===== config.mk =====
export PLATFORM = sky130hd
export DESIGN_NAME = steepest_edge_price_select_top
export DESIGN_NICKNAME = d
export VERILOG_FILES = /design/src/design/spes_pkg.sv /design/src/design/spes_fifo.sv /design/src/design/spes_front.sv /design/src/design/spes_back.sv /design/src/design/steepest_edge_price_select_top.sv
export SDC_FILE = /design/constraint.sdc
export NUM_CORES = 2
export LEC_CHECK = 0
export BUFFER_PORTS_ARGS = -buffer_cell sky130_fd_sc_hd__buf_2
export CAP_MARGIN = 20
export CORE_MARGIN = 2
export CORE_UTILIZATION = 45
export CTS_CLUSTER_SIZE = 20
export DETAILED_ROUTE_END_ITERATION = 10
export PLACE_DENSITY_LB_ADDON = 0.15
export SLEW_MARGIN = 20
export SYNTH_ARGS = -nofsm -noshare
export SYNTH_HDL_FRONTEND = slang
export SYNTH_SLANG_ARGS = --single-unit

===== constraint.sdc =====
create_clock -name clk -period 15.4 [get_ports clk]
set_clock_uncertainty 0.2 [all_clocks]
set_input_delay 3.08 -clock clk [delete_from_list [all_inputs] [get_ports clk]]
set_output_delay 3.08 -clock clk [all_outputs]
set_load 0.02 [all_outputs]

===== src/design/spes_pkg.sv =====
// Shared types and constants for the steepest-edge price selector.
package spes_pkg;

	localparam int DATA_W  = 32;
	localparam int SQ_W    = 2 * DATA_W;
	localparam int PRICE_W = 48;
	localparam int CNT_W   = $clog2(PRICE_W);
	localparam int HEAD_W  = SQ_W - PRICE_W;
	localparam int PORT_IDX_W = 16;

	localparam logic [PRICE_W-1:0] PRICE_MAX = {PRICE_W{1'b1}};
	localparam logic [DATA_W-1:0]  TOL_RESET = DATA_W'(1);

	typedef struct packed {
		logic              cand;
		logic              last;
		logic [SQ_W-1:0]   sq;
		logic [DATA_W-1:0] div;
	} spes_item_t;

endpackage


===== src/design/spes_fifo.sv =====
// Small register queue between the classifying front and the dividing back.
module spes_fifo #(
	parameter int WIDTH = 8,
	parameter int DEPTH = 2
) (
	input  logic             clk,
	input  logic             arst_n,
	input  logic             push,
	input  logic [WIDTH-1:0] push_data,
	output logic             full,
	input  logic             pop,
	output logic [WIDTH-1:0] pop_data,
	output logic             not_empty
);

	localparam int PTR_W = (DEPTH > 1) ? $clog2(DEPTH) : 1;
	localparam int CNT_W = $clog2(DEPTH + 1);
	localparam logic [PTR_W-1:0] PTR_LAST = PTR_W'(DEPTH - 1);
	localparam logic [CNT_W-1:0] CNT_FULL = CNT_W'(DEPTH);

	logic [WIDTH-1:0] mem_q [DEPTH];
	logic [PTR_W-1:0] wr_ptr_q;
	logic [PTR_W-1:0] rd_ptr_q;
	logic [CNT_W-1:0] count_q;

	assign full      = (count_q == CNT_FULL);
	assign not_empty = (count_q != '0);
	assign pop_data  = mem_q[rd_ptr_q];

	always_ff @(posedge clk) begin
		if (push) begin
			mem_q[wr_ptr_q] <= push_data;
		end
	end

	always_ff @(posedge clk or negedge arst_n) begin
		if (!arst_n) begin
			wr_ptr_q <= '0;
			rd_ptr_q <= '0;
			count_q  <= '0;
		end else begin
			if (push) begin
				wr_ptr_q <= (wr_ptr_q == PTR_LAST) ? '0 : wr_ptr_q + PTR_W'(1);
			end
			if (pop) begin
				rd_ptr_q <= (rd_ptr_q == PTR_LAST) ? '0 : rd_ptr_q + PTR_W'(1);
			end
			if (push && !pop) begin
				count_q <= count_q + CNT_W'(1);
			end else if (pop && !push) begin
				count_q <= count_q - CNT_W'(1);
			end
		end
	end

endmodule


===== src/design/spes_front.sv =====
// Front part: takes input items, classifies candidates and squares the violation.
module spes_front #(
	parameter int IDX_W = 16
) (
	input  logic                                clk,
	input  logic                                arst_n,
	input  logic                                cfg_wr_en,
	input  logic [spes_pkg::DATA_W-1:0]         cfg_wr_data,
	input  logic                                s_axis_tvalid,
	output logic                                s_axis_tready,
	input  logic [79:0]                         s_axis_tdata,
	input  logic                                s_axis_tlast,
	output logic                                push,
	output spes_pkg::spes_item_t                push_item,
	output logic [IDX_W-1:0]                    push_idx,
	input  logic                                queue_full
);

	logic [spes_pkg::DATA_W-1:0] tol_q;
	logic [spes_pkg::DATA_W-1:0] violation;
	logic [spes_pkg::DATA_W-1:0] weight;
	logic [spes_pkg::DATA_W-1:0] mag;
	logic                        take;

	logic                        valid_s1;
	logic                        cand_s1;
	logic                        last_s1;
	logic [spes_pkg::DATA_W-1:0] mag_s1;
	logic [spes_pkg::DATA_W-1:0] div_s1;
	logic [IDX_W-1:0]            idx_s1;

	assign violation     = s_axis_tdata[31:0];
	assign weight        = s_axis_tdata[63:32];
	assign mag           = -violation;
	assign push          = valid_s1 && !queue_full;
	assign s_axis_tready = !valid_s1 || !queue_full;
	assign take          = s_axis_tvalid && s_axis_tready;

	always_ff @(posedge clk or negedge arst_n) begin
		if (!arst_n) begin
			tol_q    <= spes_pkg::TOL_RESET;
			valid_s1 <= 1'b0;
		end else begin
			if (cfg_wr_en) begin
				tol_q <= cfg_wr_data;
			end
			if (take) begin
				valid_s1 <= 1'b1;
			end else if (push) begin
				valid_s1 <= 1'b0;
			end
		end
	end

	always_ff @(posedge clk) begin
		if (take) begin
			cand_s1 <= violation[spes_pkg::DATA_W-1] && (mag > tol_q);
			last_s1 <= s_axis_tlast;
			mag_s1  <= mag;
			div_s1  <= (weight < tol_q) ? tol_q : weight;
			idx_s1  <= s_axis_tdata[64 +: IDX_W];
		end
	end

	always_comb begin
		push_item.cand = cand_s1;
		push_item.last = last_s1;
		push_item.sq   = spes_pkg::SQ_W'(mag_s1) * spes_pkg::SQ_W'(mag_s1);
		push_item.div  = div_s1;
		push_idx       = idx_s1;
	end

endmodule


===== src/design/spes_back.sv =====
// Back part: bit-serial divider, running maximum and the result register.
module spes_back #(
	parameter int IDX_W = 16
) (
	input  logic                 clk,
	input  logic                 arst_n,
	input  logic                 entry_valid,
	input  spes_pkg::spes_item_t entry,
	input  logic [IDX_W-1:0]     entry_idx,
	output logic                 pop,
	output logic                 m_axis_tvalid,
	input  logic                 m_axis_tready,
	output logic [63:0]          m_axis_tdata,
	output logic                 m_axis_tuser
);

	typedef enum logic [2:0] {
		ST_IDLE = 3'b001,
		ST_DIV  = 3'b010,
		ST_UPD  = 3'b100
	} back_state_t;

	localparam int DW = spes_pkg::DATA_W;
	localparam int PW = spes_pkg::PRICE_W;

	back_state_t                   state_q;
	logic                          cand_q;
	logic                          last_q;
	logic [IDX_W-1:0]              idx_q;
	logic [DW-1:0]                 dvs_q;
	logic [DW-1:0]                 rem_q;
	logic [PW-1:0]                 quo_q;
	logic [spes_pkg::CNT_W-1:0]    cnt_q;
	logic [PW-1:0]                 best_q;
	logic [IDX_W-1:0]              best_idx_q;
	logic                          any_q;
	logic                          out_valid_q;
	logic [spes_pkg::PORT_IDX_W-1:0] out_idx_q;
	logic                          out_found_q;
	logic [PW-1:0]                 out_price_q;

	logic [DW-1:0]                 head;
	logic                          sat;
	logic [DW:0]                   rem_sh;
	logic                          ge;
	logic                          upd_take;
	logic                          out_free;
	logic                          out_load;
	logic [PW-1:0]                 best_n;
	logic [IDX_W-1:0]              best_idx_n;
	logic [spes_pkg::PORT_IDX_W-1:0] idx_ext;

	assign head     = DW'(entry.sq[spes_pkg::SQ_W-1:PW]);
	assign sat      = (entry.div == '0) || (head >= entry.div);
	assign rem_sh   = {rem_q, quo_q[PW-1]};
	assign ge       = rem_sh >= {1'b0, dvs_q};
	assign pop      = (state_q == ST_IDLE) && entry_valid;
	assign out_free = !out_valid_q || m_axis_tready;
	assign out_load = (state_q == ST_UPD) && last_q && out_free;
	assign upd_take = cand_q && (!any_q || (quo_q > best_q));
	assign best_n     = upd_take ? quo_q : best_q;
	assign best_idx_n = upd_take ? idx_q : best_idx_q;

	always_comb begin
		idx_ext = '0;
		idx_ext[IDX_W-1:0] = best_idx_n;
	end

	assign m_axis_tvalid = out_valid_q;
	assign m_axis_tdata  = {out_price_q, out_idx_q};
	assign m_axis_tuser  = out_found_q;

	always_ff @(posedge clk or negedge arst_n) begin
		if (!arst_n) begin
			state_q     <= ST_IDLE;
			any_q       <= 1'b0;
			best_q      <= '0;
			best_idx_q  <= '0;
			out_valid_q <= 1'b0;
		end else begin
			if (out_load) begin
				out_valid_q <= 1'b1;
			end else if (m_axis_tready) begin
				out_valid_q <= 1'b0;
			end
			case (state_q)
				ST_IDLE: begin
					if (entry_valid) begin
						state_q <= (entry.cand && !sat) ? ST_DIV : ST_UPD;
					end
				end
				ST_DIV: begin
					if (cnt_q == '0) begin
						state_q <= ST_UPD;
					end
				end
				ST_UPD: begin
					if (!last_q) begin
						best_q     <= best_n;
						best_idx_q <= best_idx_n;
						any_q      <= any_q || cand_q;
						state_q    <= ST_IDLE;
					end else if (out_free) begin
						best_q      <= '0;
						best_idx_q  <= '0;
						any_q       <= 1'b0;
						state_q     <= ST_IDLE;
					end
				end
				default: begin
					state_q <= ST_IDLE;
				end
			endcase
		end
	end

	always_ff @(posedge clk) begin
		case (state_q)
			ST_IDLE: begin
				if (entry_valid) begin
					cand_q <= entry.cand;
					last_q <= entry.last;
					idx_q  <= entry_idx;
					dvs_q  <= entry.div;
					rem_q  <= head;
					quo_q  <= sat ? spes_pkg::PRICE_MAX : entry.sq[PW-1:0];
					cnt_q  <= spes_pkg::CNT_W'(PW - 1);
				end
			end
			ST_DIV: begin
				rem_q <= ge ? DW'(rem_sh - {1'b0, dvs_q}) : rem_sh[DW-1:0];
				quo_q <= {quo_q[PW-2:0], ge};
				cnt_q <= cnt_q - spes_pkg::CNT_W'(1);
			end
			ST_UPD: begin
				if (last_q && out_free) begin
					out_found_q <= any_q || cand_q;
					out_idx_q   <= (any_q || cand_q) ? idx_ext : '0;
					out_price_q <= (any_q || cand_q) ? best_n : '0;
				end
			end
			default: begin
			end
		endcase
	end

endmodule


===== src/design/steepest_edge_price_select_top.sv =====
// Top level of the steepest-edge price selector: front, queue and back.
//
// Items are taken at up to one per cycle until the queue between front and back
// fills. The back unit handles one queued item at a time: an item that is not a
// candidate, or whose price saturates, goes from idle straight to update; other
// candidates first pass the divide state, where the one-bit-per-cycle divider
// forms the 48-bit price. An item reaches the back unit via the front register
// and then the queue. A scan's result shows on the master side in the cycle after
// its last item finishes, held in an output register that does not block the
// back unit until the next scan's last item is ready. No reset sweep is needed.
module steepest_edge_price_select_top #(
	parameter int INDEX_BITS  = 16,
	parameter int QUEUE_DEPTH = 2
) (
	input  logic        clk,
	input  logic        arst_n,
	input  logic        cfg_wr_en,
	input  logic [31:0] cfg_wr_data,
	input  logic        s_axis_tvalid,
	output logic        s_axis_tready,
	input  logic [79:0] s_axis_tdata,  // violation, weight, var_index
	input  logic        s_axis_tlast,
	output logic        m_axis_tvalid,
	input  logic        m_axis_tready,
	output logic [63:0] m_axis_tdata,  // best_index, best_price
	output logic        m_axis_tuser   // found
);

	localparam int IDX_W  = (INDEX_BITS < spes_pkg::PORT_IDX_W) ? INDEX_BITS
	                                                            : spes_pkg::PORT_IDX_W;
	localparam int ITEM_W = $bits(spes_pkg::spes_item_t);
	localparam int Q_W    = ITEM_W + IDX_W;

	logic                 push;
	logic                 queue_full;
	logic                 queue_valid;
	logic                 pop;
	spes_pkg::spes_item_t push_item;
	spes_pkg::spes_item_t pop_item;
	logic [IDX_W-1:0]     push_idx;
	logic [IDX_W-1:0]     pop_idx;
	logic [Q_W-1:0]       q_in;
	logic [Q_W-1:0]       q_out;

	assign q_in     = {push_idx, push_item};
	assign pop_item = spes_pkg::spes_item_t'(q_out[ITEM_W-1:0]);
	assign pop_idx  = q_out[Q_W-1:ITEM_W];

	spes_front #(
		.IDX_W(IDX_W)
	) u_front (
		.clk          (clk),
		.arst_n       (arst_n),
		.cfg_wr_en    (cfg_wr_en),
		.cfg_wr_data  (cfg_wr_data),
		.s_axis_tvalid(s_axis_tvalid),
		.s_axis_tready(s_axis_tready),
		.s_axis_tdata (s_axis_tdata),
		.s_axis_tlast (s_axis_tlast),
		.push         (push),
		.push_item    (push_item),
		.push_idx     (push_idx),
		.queue_full   (queue_full)
	);

	spes_fifo #(
		.WIDTH(Q_W),
		.DEPTH(QUEUE_DEPTH)
	) u_queue (
		.clk      (clk),
		.arst_n   (arst_n),
		.push     (push),
		.push_data(q_in),
		.full     (queue_full),
		.pop      (pop),
		.pop_data (q_out),
		.not_empty(queue_valid)
	);

	spes_back #(
		.IDX_W(IDX_W)
	) u_back (
		.clk          (clk),
		.arst_n       (arst_n),
		.entry_valid  (queue_valid),
		.entry        (pop_item),
		.entry_idx    (pop_idx),
		.pop          (pop),
		.m_axis_tvalid(m_axis_tvalid),
		.m_axis_tready(m_axis_tready),
		.m_axis_tdata (m_axis_tdata),
		.m_axis_tuser (m_axis_tuser)
	);

endmodule


; Word-level counts from Yosys, hierarchy flattened
; Memories as Yosys holds them, arrays and structs flattened.
; Index checks and enable logic that the tools add are counted.
[totals]
input_bits = 118
ram_bits = 228
latchBits = 0
wordCells = 115
n_memories = 1
romBits = 0
out_inout_bits = 67
reg_bits = 389
[op_classes]
n_eq_ne = 8
n_bitwise = 0
n_reduce_logical = 35
div_mod_pow = 0
n_mux = 33
n_addsub = 7
shifts = 0
order_cmp = 5
mul = 1
[memory_table]
columns = name, depth, word_bits, read_ports, rd_clocked_by_memory_dff, write_ports, line
row1 = u_queue.mem_q, 2, 114, 1, 0, 1, spes_fifo.sv:21  ; logic [WIDTH-1:0] mem_q [DEPTH];
[op_table]
columns = cell, n
row1 = 2-to-1 mux 48 bit, 5
row2 = 2-to-1 mux 32 bit, 3
row3 = one-hot mux 48 bit (2 select lines), 1
row4 = multiplier 32 x 32 -> 64 bit, 1
row5 = one-hot mux 32 bit (2 select lines), 1
row6 = greater-than comparator 48 bit, 1
row7 = 2-to-1 mux 16 bit, 3
row8 = greater-or-equal comparator 33 x 32 -> 1 bit, 1
row9 = greater-or-equal comparator 16 x 32 -> 1 bit, 1
row10 = greater-than comparator 32 bit, 1
row11 = logical NOT 32 bit, 1
row12 = < comparator 32 bit, 1
row13 = negator 32 bit, 1
row14 = subtractor 32 bit, 1
row15 = 2-to-1 mux 3 bit, 5
row16 = one-hot mux 6 bit (2 select lines), 1
row17 = logical AND 1 bit, 11
row18 = 2-to-1 mux 1 bit, 10
row19 = nonzero test 2 bit, 5
row20 = one-hot mux 3 bit (3 select lines), 1
row21 = AND reduction 2 bit, 4
row22 = logical NOT 1 bit, 7
row23 = logical NOT 6 bit, 1
row24 = 2-to-1 mux 6 bit, 1
row25 = other kinds (14), 21

; Longest topological paths before layout
; An unclocked memory read counts as a cell.
[logic_depth]
word_depth = 8
ltp_mapped = 30
ltp_nobuf = 27

; Modules after synthesis
; Synthesis repeated with hierarchy kept, for this count alone.
[hier_totals]
hier_cells = 5499
area_unflattened_um2 = 59102.9
[modules_own_cells]
columns = module, cells_each, seq_area_each_um2, area_each_um2, instances
row1 = spes_front, 3744, 3289.4, 35760.5, 1
row2 = spes_back, 1384, 7763.7, 14726.6, 1
row3 = spes_fifo, 371, 6946.7, 8615.8, 1

; Worst setup path before layout
; OpenSTA, ideal clock, no wires.
[synth_timing]
kind = reg2reg
from = register u_front.mag_s1[5] in the netlist's numbering
to = memory u_queue.mem_q[0][92] in the netlist's numbering, data pin
path_buffers = 2
required_ns = 14.934
synth_period_minus_slack_ns = 7.830
slack_ns = 7.570
path_stages_with_launch = 27
setup_time_ns = 0.266
arrival_ns = 7.364
path_cell_list = edfxtp_1 -> clkbuf_1 -> clkbuf_1 -> nand2_1 -> fa_1 -> inv_1 -> fa_1 -> fa_1 -> inv_1 -> fa_1 -> inv_1 -> fa_1 -> fa_1 -> fa_1 -> inv_1 -> fa_1 -> inv_1 -> ha_1 -> a21o_1 -> a21o_1 -> a21o_1 -> or3b_2 -> o22ai_1 -> o21ai_1 -> a311oi_1 -> o21bai_1 -> xor2_1
[synth_lines]
columns = element, line
row1 = "start, declared", spes_front.sv:28  ; logic [spes_pkg::DATA_W-1:0] mag_s1;
row2 = "start signal, assigned", spes_front.sv:59  ; mag_s1 <= mag;
row3 = "end, declared", spes_fifo.sv:21

==> impl_metrics.tcl <==
set metrics [dict create \
    tightestPinTransition_ns 1.051 \
    vias_per_cell 5.207 \
    dp_hpwl_um 109000 \
    finalSetupTns_ns 0 \
    min_to "u_queue.mem_q[0][10]" \
    drc 0 \
    period_share 0.6043 \
    synthAdderAreaFrac 0.3747 \
    holdCritStartpoint "u_front.div_s1[10]" \
    synth.top_cell.area_share 0.2757 \
    grt_pass1_vias 39670 \
    clock_latency_ns 0.63 \
    antenna_found_initial 3 \
    syn_area_um2 57590 \
    grt_setup_unrepaired "false" \
    cts.path.max_buffers 3 \
    synth-simple-area-share 0.09488 \
    antenna_left 0 \
    numPortBuffers 184 \
    min_path_cells 0 \
    critPathMostFrequentCell "fa_1" \
    path_cells "buf_4 > inv_1 > nor2_1 > fa_1 > fa_1 > fa_1 > inv_1 > fa_1 > inv_1 > fa_1 > fa_1 > fa_1 > fa_1 > ha_1 > nand4_1 > nor4_1 > o2111ai_1 > and3_1 > a21oi_2 > o22ai_1 > o21ai_1 > a311oi_1 > o21bai_1 > xor2_1" \
    cp_max_fo 28 \
    cts_inserted_buffers 71 \
    synth_area_leaders "fa_1 (28%), edfxtp_1 (27%), ha_1 (9.9%)" \
    syn-instance-count 5349 \
    ff2ff_setup_slack_ns 6.09 \
    cts_max_level 3 \
    r2r_cells 24 \
    clkTransAtPathRegs_ns 0.06 \
    worst_setup_path_start_kind "flop" \
    r2r_end "u_queue.mem_q[0][92]" \
    post_cts_buffers 0 \
    coreArea_um2 127400 \
    fp.dieH_um 361.7 \
    finalMaxSlewViolations 0 \
    cts_resized 0 \
    synth_ff_type "edfxtp_1" \
    yosysWarnings 0 \
    synthDistinctLibCells 77 \
    num_vias 37310 \
    crit_required_ns 15.62 \
    finalCriticalPeriod_ns 9.307 \
    timing.fmax_ghz 0.1074 \
    synth_compound_area_frac 0.08000 \
    cp-end-kind "flop" \
    wl_per_cell_um 20.07 \
    io_pins 185 \
    drt_iter0_markers 2260 \
    drv_cap 0 \
    cpPeakStageDelay_ns 0.58 \
    grt_max_degree 104 \
    critPathKind "reg2reg" \
    finalSetupViolCount 0 \
    cts_sinks 615 \
    layout.nets 6812 \
    synth_xor_area_frac 0.02525 \
    cts_tree "yes" \
    cts.hold.buffers_added 0 \
    hold_violations 0 \
    outcome "finished, final reports clean" \
    synth_async_sr_flop_share 0.1724 \
    overflow 0 \
    fillers 11630 \
    r2r-start "u_front.mag_s1[15]" \
    worstPathArrival_ns 9.52 \
    dieArea_um2 130800 \
    grt_pass1_wl_um 230200 \
    synth.area.mux_share 0.02423 \
    track_usage 0.2260 \
    areaGrowthSynthToFinish_pct 8.539 \
    yosysTopAreaCell "fa_1" \
    ys_ff_latch 615 \
    syn_avg_cell_area_um2 10.77 \
    synth-edff-count 509 \
    synth_nets 6716 \
    synth_top_family_by_area "adder cells" \
    wl_um 143800 \
    yosysSeqAreaShare 0.3115 \
    relSlewSlack 0.2809 \
    row_count 131 \
    gp_congestion 0.8690 \
    hp-class "reg2reg" \
    root_buffer "clkbuf_16" \
    firstDrtPassIters 5 \
    drive_gt1_frac 0.08504 \
    crit_path_top_delay_cell "fa_1" \
    die_w_um 361.7 \
    start_util 0.4522 \
]
==> cells by family (layout without fill, tap and decap cells) <==
logic type,after synthesis,count (layout)
fa+ha+maj,1249,1249
xor+xnor,166,166
flops,615,615
mux,129,129
buf+inv,1355,1509
compound gates,715,715
other cells,0,1
simple gates,1120,1120
==> routing by layer <==
metal  up-vias  share of wire  global-route usage  wire length, µm
met5         -       0.000090                   0               13
met4         2          0.017             0.04355             2453
met3       138          0.046             0.02740             6633
met2       790           0.46              0.3664            66710
met1     18900           0.47              0.3289            67980
li1      17480              -                   -                -
==> worst max-delay path, delay by kind of cell, from the launching register on <==
family          cells  cell delay (ns)
fa+ha+maj           9             4.37
compound gates      6             1.56
simple gates        4             1.50
buf+inv             4             0.93
flops               1             0.32
xor+xnor            1             0.23
==> synth_stat cells, drive strengths merged, types with 19 or more instances <==
cell type,count
o21ai,191
nand3,82
clkbuf,173
edfxtp,509
nor2,140
nand4,40
inv,1142
a2111oi,48
buf,39
o32ai,49
nand2,437
mux2i,46
mux2,83
nor2b,72
ha,456
a21oi,206
xor2,62
o21bai,19
nor3,31
fa,793
a21o,86
xnor2,104
and2,247
dfrtp,104
==> worst max path at each step <==
stage                  startpoint              endpoint  depth (start not counted)
2_1_floorplan   u_front.mag_s1[5]  u_queue.mem_q[0][92]                         26
3_3_place_gp    u_front.mag_s1[4]  u_queue.mem_q[0][92]                         27
3_5_place_dp   u_front.mag_s1[15]  u_queue.mem_q[1][92]                         24
4_1_cts        u_front.mag_s1[15]  u_queue.mem_q[0][92]                         24
5_1_grt        u_front.mag_s1[15]  u_queue.mem_q[0][92]                         24
6_report       u_front.mag_s1[15]  u_queue.mem_q[0][92]                         24
==> layout make-up <==
cell class,count,area (µm²),share of cell area
Multi-Input combinational cell,3379,34550,0.5528
Sequential cell,615,17940,0.2871
Inverter,1143,4293,0.06868
Tap cell,1662,2079,0.03327
Clock buffer,94,1934,0.03095
Timing Repair Buffer,235,1306,0.02090
Clock inverter,37,395.4,0.006326
Antenna cell,1,2.502,0.00004004
==> metrics by stage <==
step	util	setup WS, ns	area [µm²]	hold slack [ns]	std cells
after floorplan	-	7.570	57590	0.2215	5349
after global placement	0.4724	6.204	60170	0.2235	7034
after detailed placement	0.4725	6.183	60170	0.2296	7034
after CTS	0.4908	6.157	62500	0.2290	7165
after global routing	0.4908	5.699	62500	0.2388	7166
final	0.4908	6.093	62500	0.2312	7166
==> placed cells by master, fill, tap and decap left out, types with 14 or more instances in the layout <==
cell type	n
and2_1	246
edfxtp_1	509
ha_1	456
mux2_2	81
o21bai_1	19
a21o_1	86
nand4_1	40
nor2_1	138
a31oi_1	16
clkinv_2	14
xnor2_1	104
o21ai_0	183
dfrtp_1	103
a2111oi_0	44
nor3_1	29
nor2b_1	72
nand3_1	82
nand2_1	436
buf_4	52
buf_2	183
nor4_1	14
inv_1	1140
a21oi_1	200
clkbuf_16	72
mux2i_1	46
o32ai_1	49
a211oi_1	16
clkbuf_1	17
nand2b_1	17
fa_1	793
xor2_1	62
o21a_1	15
==> registers in the layout (all words and copies together), names as in the netlist, 32 cells and up <==
register            count
u_front.mag_s1         32
u_front.div_s1         32
u_front.tol_q          32
u_back.out_price_q     48
u_back.quo_q           48
u_back.rem_q           32
u_back.best_q          48
u_queue.mem_q         226
u_back.dvs_q           32
Power is left out: the tool's default activity adds up to more than one toggle a clock period on the data nets, which glitch-free logic cannot reach.
